$ cat config.mk
export PLATFORM = sky130hd
export DESIGN_NAME = fctm_front
export DESIGN_NICKNAME = d
export VERILOG_FILES = /design/src/rtl/fctm_pkg.sv /design/src/rtl/fctm_front.sv
export VERILOG_INCLUDE_DIRS = /design/src /design/src/rtl
export SDC_FILE = /design/constraint.sdc
export NUM_CORES = 1
export LEC_CHECK = 0
export BUFFER_PORTS_ARGS = -buffer_cell sky130_fd_sc_hd__buf_2
export CAP_MARGIN = 40
export CORE_AREA = 2 2 188 190
export CTS_CLUSTER_DIAMETER = 200
export DETAILED_ROUTE_END_ITERATION = 8
export DIE_AREA = 0 0 190 192
export GPL_TIMING_DRIVEN = 0
export HOLD_SLACK_MARGIN = 0.05
export PLACE_DENSITY_LB_ADDON = 0.05
export SKIP_LAST_GASP = 1
export SLEW_MARGIN = 20
export SYNTH_ARGS = -nofsm -noshare
export SYNTH_HDL_FRONTEND = slang
export SYNTH_SLANG_ARGS = --single-unit
$ cat constraint.sdc
create_clock -name clk -period 7 [get_ports clk]
set_clock_uncertainty 0.1 [all_clocks]
set_input_delay 1.4 -clock clk [delete_from_list [all_inputs] [get_ports clk]]
set_output_delay 1.4 -clock clk [all_outputs]
set_load 0.005 [all_outputs]
$ cat src/rtl/floor_ceiling_texel_mapper_top_macros.svh
// Assertion macros for the floor and ceiling texel mapper.
// Used by the front and back modules of the mapper.
`ifndef FLOOR_CEILING_TEXEL_MAPPER_TOP_MACROS_SVH
`define FLOOR_CEILING_TEXEL_MAPPER_TOP_MACROS_SVH

// Check an implication on every clock edge outside reset.
`define FCTM_ASSERT_IMP(label, clk, rst_n, ante, cons, msg) \
	label: assert property (@(posedge clk) disable iff (!rst_n) (ante) |-> (cons)) \
		else $error(msg);

// Check a next-cycle implication outside reset.
`define FCTM_ASSERT_NEXT(label, clk, rst_n, ante, cons, msg) \
	label: assert property (@(posedge clk) disable iff (!rst_n) (ante) |=> (cons)) \
		else $error(msg);

`endif

$ cat src/rtl/fctm_pkg.sv
// Shared types and constants of the floor and ceiling texel mapper.
// No dependencies.
`default_nettype none
package fctm_pkg;
	localparam int unsigned REG_FLOOR_STYLE = 0;
	localparam int unsigned REG_EYE_X       = 1;
	localparam int unsigned REG_EYE_Y       = 2;
	localparam int unsigned REG_EYE_HEIGHT  = 3;
	localparam int unsigned REG_VIEW_PITCH  = 4;
	localparam int unsigned CFG_IDX_W       = 3;
	localparam int unsigned CFG_DATA_W      = 24;

	localparam logic [1:0] STYLE_SINGLE  = 2'd0;
	localparam logic [1:0] STYLE_CHECKER = 2'd1;
	localparam logic [1:0] STYLE_SUM     = 2'd2;

	localparam int unsigned QDEPTH = 4;
	localparam int unsigned QPTR_W = 2;

	// classified item handed from the front to the back
	typedef struct packed {
		logic [10:0]        column;
		logic [9:0]         row;
		logic               floor_px;
		logic               horizon;
		logic signed [25:0] fx;
		logic signed [25:0] fy;
		logic signed [13:0] num;
		logic signed [13:0] den;
		logic [23:0]        wall_distance;
	} front_item_t;

	typedef struct packed {
		logic              queue_full;
		logic              queue_empty;
	} queue_status_t;
endpackage
`default_nettype wire

$ cat src/rtl/fctm_front.sv
// Front part: accepts pixels, classifies them, builds foot point and ratio terms.
// Depends on fctm_pkg.
`default_nettype none
`include "floor_ceiling_texel_mapper_top_macros.svh"
module fctm_front #(
	parameter int unsigned SCREEN_HEIGHT = 512
) (
	input  wire logic               clk,
	input  wire logic               arst_n,
	input  wire logic               in_valid,
	output logic                    in_stall,
	input  wire logic [10:0]        column,
	input  wire logic [9:0]         row,
	input  wire logic [7:0]         map_x,
	input  wire logic [7:0]         map_y,
	input  wire logic [15:0]        wall_frac,
	input  wire logic               wall_side,
	input  wire logic               ray_dir_negative,
	input  wire logic [23:0]        wall_distance,
	input  wire logic [10:0]        wall_top,
	input  wire logic signed [11:0] wall_bottom,
	input  wire logic signed [10:0] eye_height,
	input  wire logic signed [10:0] view_pitch,
	output logic                    q_valid,
	input  wire logic               q_pop,
	output fctm_pkg::front_item_t   q_item,
	output fctm_pkg::queue_status_t q_status
);
	localparam logic signed [13:0] SH = 14'(SCREEN_HEIGHT);

	fctm_pkg::front_item_t mem_q [fctm_pkg::QDEPTH];
	logic [fctm_pkg::QPTR_W-1:0] wr_q, rd_q;
	logic [fctm_pkg::QPTR_W:0]   cnt_q;
	logic signed [12:0] bot;
	logic               floor_px, keep, push;
	logic signed [13:0] d2;
	fctm_pkg::front_item_t it;

	always_comb begin
		bot = (wall_bottom < 0) ? 13'(SCREEN_HEIGHT) : 13'(wall_bottom);
		floor_px = ($signed({3'b0, row}) >= bot) && ({3'b0, row} < 13'(SCREEN_HEIGHT));
		keep = floor_px || ({1'b0, row} < wall_top);
		d2 = 14'(2) * ($signed({4'b0, row}) - 14'(view_pitch));
		it.column = column;
		it.row = row;
		it.floor_px = floor_px;
		it.wall_distance = (wall_distance == '0) ? 24'd1 : wall_distance;
		if (floor_px) begin
			it.num = SH + 14'(2) * 14'(eye_height);
			it.den = d2 - SH;
		end else begin
			it.num = SH - 14'(2) * 14'(eye_height);
			it.den = SH - d2;
		end
		it.horizon = (it.den == '0);
		if (!wall_side) begin
			it.fx = $signed({2'b0, map_x + 8'(0), 16'b0}) + $signed({9'b0, ray_dir_negative, 16'b0});
			it.fy = $signed({2'b0, map_y, wall_frac});
		end else begin
			it.fx = $signed({2'b0, map_x, wall_frac});
			it.fy = $signed({2'b0, map_y, 16'b0}) + $signed({9'b0, ray_dir_negative, 16'b0});
		end
	end

	assign q_status.queue_full  = (cnt_q == (fctm_pkg::QPTR_W+1)'(fctm_pkg::QDEPTH));
	assign q_status.queue_empty = (cnt_q == '0);
	assign in_stall = q_status.queue_full;
	assign push = in_valid && !in_stall && keep;
	assign q_valid = !q_status.queue_empty;
	assign q_item = mem_q[rd_q];

	always_ff @(posedge clk) begin
		if (push) begin
			mem_q[wr_q] <= it;
		end
	end

	always_ff @(posedge clk or negedge arst_n) begin
		if (!arst_n) begin
			wr_q <= '0;
			rd_q <= '0;
			cnt_q <= '0;
		end else begin
			if (push) wr_q <= wr_q + 1'b1;
			if (q_pop) rd_q <= rd_q + 1'b1;
			cnt_q <= cnt_q + (fctm_pkg::QPTR_W+1)'(push) - (fctm_pkg::QPTR_W+1)'(q_pop);
		end
	end

	`FCTM_ASSERT_IMP(a_no_pop_empty, clk, arst_n, q_pop, q_valid, "pop from empty queue")
	`FCTM_ASSERT_IMP(a_no_push_full, clk, arst_n, push, !q_status.queue_full, "push to full queue")
	`FCTM_ASSERT_NEXT(a_cnt_bound, clk, arst_n, 1'b1,
		cnt_q <= (fctm_pkg::QPTR_W+1)'(fctm_pkg::QDEPTH), "queue count overflow")
endmodule
`default_nettype wire

==> metrics <==
mapped cell area=20,400 sq um; num ports=259; Clock Sinks=495; Critical Path Sink=q_item[51]; NumNets Final=1,548; Post-DP HPWL=27,100 um; Via-to-Cell Ratio=5.68; Core Area=34,300 sq um; PostCTS Resize Cnt=0; die span in x=190 um; CP cell instances=clkbuf_1 > clkbuf_1 > clkbuf_1 > mux4_2 > buf_4 > buf_2; Routability Congestion=0.772; dominant register cell in the synthesized netlist=edfxtp_1; Synth Instances=1,046; DIE HEIGHT=192 um; drt total wl=40,300 um; area growth from synthesis to layout=18.1%; HP Class=register to register; Tightest Pin Transition=762 ps; r2r worst-path depth=6; Final TNS setup=0 ps; Final Max Slew Viols=0; crit path DAT=3200 ps; TritonCTS clock tree=yes; fin crit period=4700 ps; Seq cells post-synth=495; gr usage total=22.7%; maximum clock path buffer count=3; Core Util, Final=70.3%; Initial Util=59.6%; layout cell share with drive strength beyond 1=35.0%; most frequent cells in the layout=edfxtp_1, buf_2, mux4_2; TritonRoute pass-1 iters=5; PwrDens=382 nW/um^2; root buffer cell=clkbuf_16; Area contributors post-synth=edfxtp_1, mux4_2, ha_1, xnor2_1, dfrtp_1; GRT overflow=0; Required @ worst endpoint=5500 ps; residual DRC count=0; Critical Path Sink Type=output pin; Reg clk slew, reported paths=60 ps; ys async rst share=1.41%; max_cap viols=0; setup bufs post-CTS=0; initial antenna violation count=2; slowest cell on the critical path=clkbuf_1; FF-to-FF Start=cnt_q[2]; DIE AREA=36,500 sq um; fillers=2,247; Synth top area share=71.8%; status=finished, final reports clean; Cell variety after synth=59; RSZ-0062 raised after global routing=no; Setup crit start kind=register; worst-path fanout max=10; number of global-route vias before repair=10.8k; row count=68; IO buf count=254; Hold Fails Final Rpt=0; max_slew headroom=49.2%; Max Clk Rate=0.213 GHz; Num CTS Buffers=48; CP max stage delay=630 ps; routed len/inst=21.6 um; CP Launch Point=rd_q[1]; global-route wire length before repair=61,500 um; Pleak=8.54 nW; Post-DRT Antenna Nets=0; R2R Setup Slk=4470 ps; commonest non-fill, non-tap cell in the layout=edfxtp_1; worst reg2reg path endpoint=mem_q[0][52]; critical path class=register to output pin; detailed-route via count=10.6k; H-Tree Depth=2; largest net degree at the start of global routing=47; Seq/Total Area, Yosys=72.6%; Skew-Pair Late Insertion Delay=550 ps; average size of a mapped cell=19.5 sq um; Hold-fix buffers, CTS=0; Detailed Route Iter0 Violations=641; Final setup viols=0; post-synth top area cell=edfxtp_1; Post-synth EDFFs=488; Synth warnings=0; Final period util=67.1%; CP dominant cell by count=clkbuf_1; worst ir drop on vdd=0.268 mV
-- worst min path at each step --
stage	start	to	slack, ps	cells past startpoint
3_3_place_gp	cnt_q[0]	cnt_q[0]	420	1
3_5_place_dp	cnt_q[0]	cnt_q[0]	430	1
6_report	cnt_q[0]	cnt_q[0]	450	1
5_1_grt	cnt_q[0]	cnt_q[0]	460	1
2_1_floorplan	cnt_q[0]	cnt_q[0]	400	1
4_1_cts	cnt_q[0]	cnt_q[0]	450	1
-- cells in the mapped netlist (4+ instances only) --
cell type,n
mux2_2,6
edfxtp_1,488
nor2_1,25
nand4_1,4
dfrtp_1,7
nand2_1,23
o21ai_0,11
and2_1,22
nand2b_1,10
mux4_2,122
buf_4,6
a21oi_1,18
nand3_1,11
a31oi_1,4
nor3_1,15
inv_1,44
xor2_1,18
buf_1,8
o31ai_1,4
xnor2_1,22
clkbuf_1,44
ha_1,47
buf_2,6
nor4_1,8
nor2b_1,25
a21o_1,5
-- metrics by stage --
stage / setup slack, ps / total power [W] / instance area [sq um] / instances / hold slack (ps)
2_1_floorplan: 595 / 0.00573 / 20400 / 1049 / 395
3_3_place_gp: -2160 / 0.00684 / 22300 / 1758 / 419
3_5_place_dp: 1960 / 0.00691 / 22600 / 1775 / 435
4_1_cts: 2120 / 0.00934 / 24100 / 1861 / 448
5_1_grt: 2180 / 0.00966 / 24100 / 1864 / 457
6_report: 2300 / 0.00921 / 24100 / 1864 / 450
-- cell families (layout without fill, tap and decap cells) --
kind of cell	count (synthesis)	in the layout	share of synthesized area [%]
simple gates	155	155	4.17
mux	129	129	13.8
buf+inv	109	467	2.20
other cells	1	6	0.0184
compound gates	67	67	2.30
flops	495	495	72.6
fa+ha+maj	49	49	3.08
xor+xnor	41	41	1.80
-- layout make-up --
class / instances / area [sq um] / share of cell area [%]
flip-flops and latches: 495 / 14800 / 61.5
multi-input cells: 445 / 5170 / 21.4
repair buffers: 272 / 1620 / 6.71
clock buffers: 65 / 1330 / 5.50
well taps: 455 / 569 / 2.36
plain buffers: 65 / 284 / 1.18
inverters: 44 / 165 / 0.685
clock inverters: 21 / 149 / 0.617
diodes: 2 / 5.00 / 0.0208
-- power breakdown --
part / internal, W / switching (W) / total (W) / leakage, nW
Sequential: 0.00388 / 0.000110 / 0.00399 / 4.56
Clock: 0.00139 / 0.00102 / 0.00242 / 0.725
Combinational: 0.00134 / 0.00146 / 0.00280 / 3.26
-- routing by layer --
| layer | vias to the layer above | routed length [um] | GRT usage (%) |
|---|---|---|---|
| met2 | 319 | 20100 | 37.7 |
| li1 | 4843 | - | - |
| met4 | 0 | 1040 | 7.60 |
| met3 | 64 | 2570 | 4.55 |
| met1 | 5357 | 16500 | 30.5 |
| met5 | - | 0 | 0 |
-- sequential cells by signal, summed over array words and instances (netlist names) --
name / cells
rd_q: 2
mem_q: 488
cnt_q: 3
wr_q: 2
-- critical path, delay by kind of cell, from the launching register on --
kind / cells / cell delay, ps
muxes: 1 / 440
buffers and inverters: 5 / 1890
DFF: 1 / 310
Note: power is estimated with default switching activity, not from simulation.
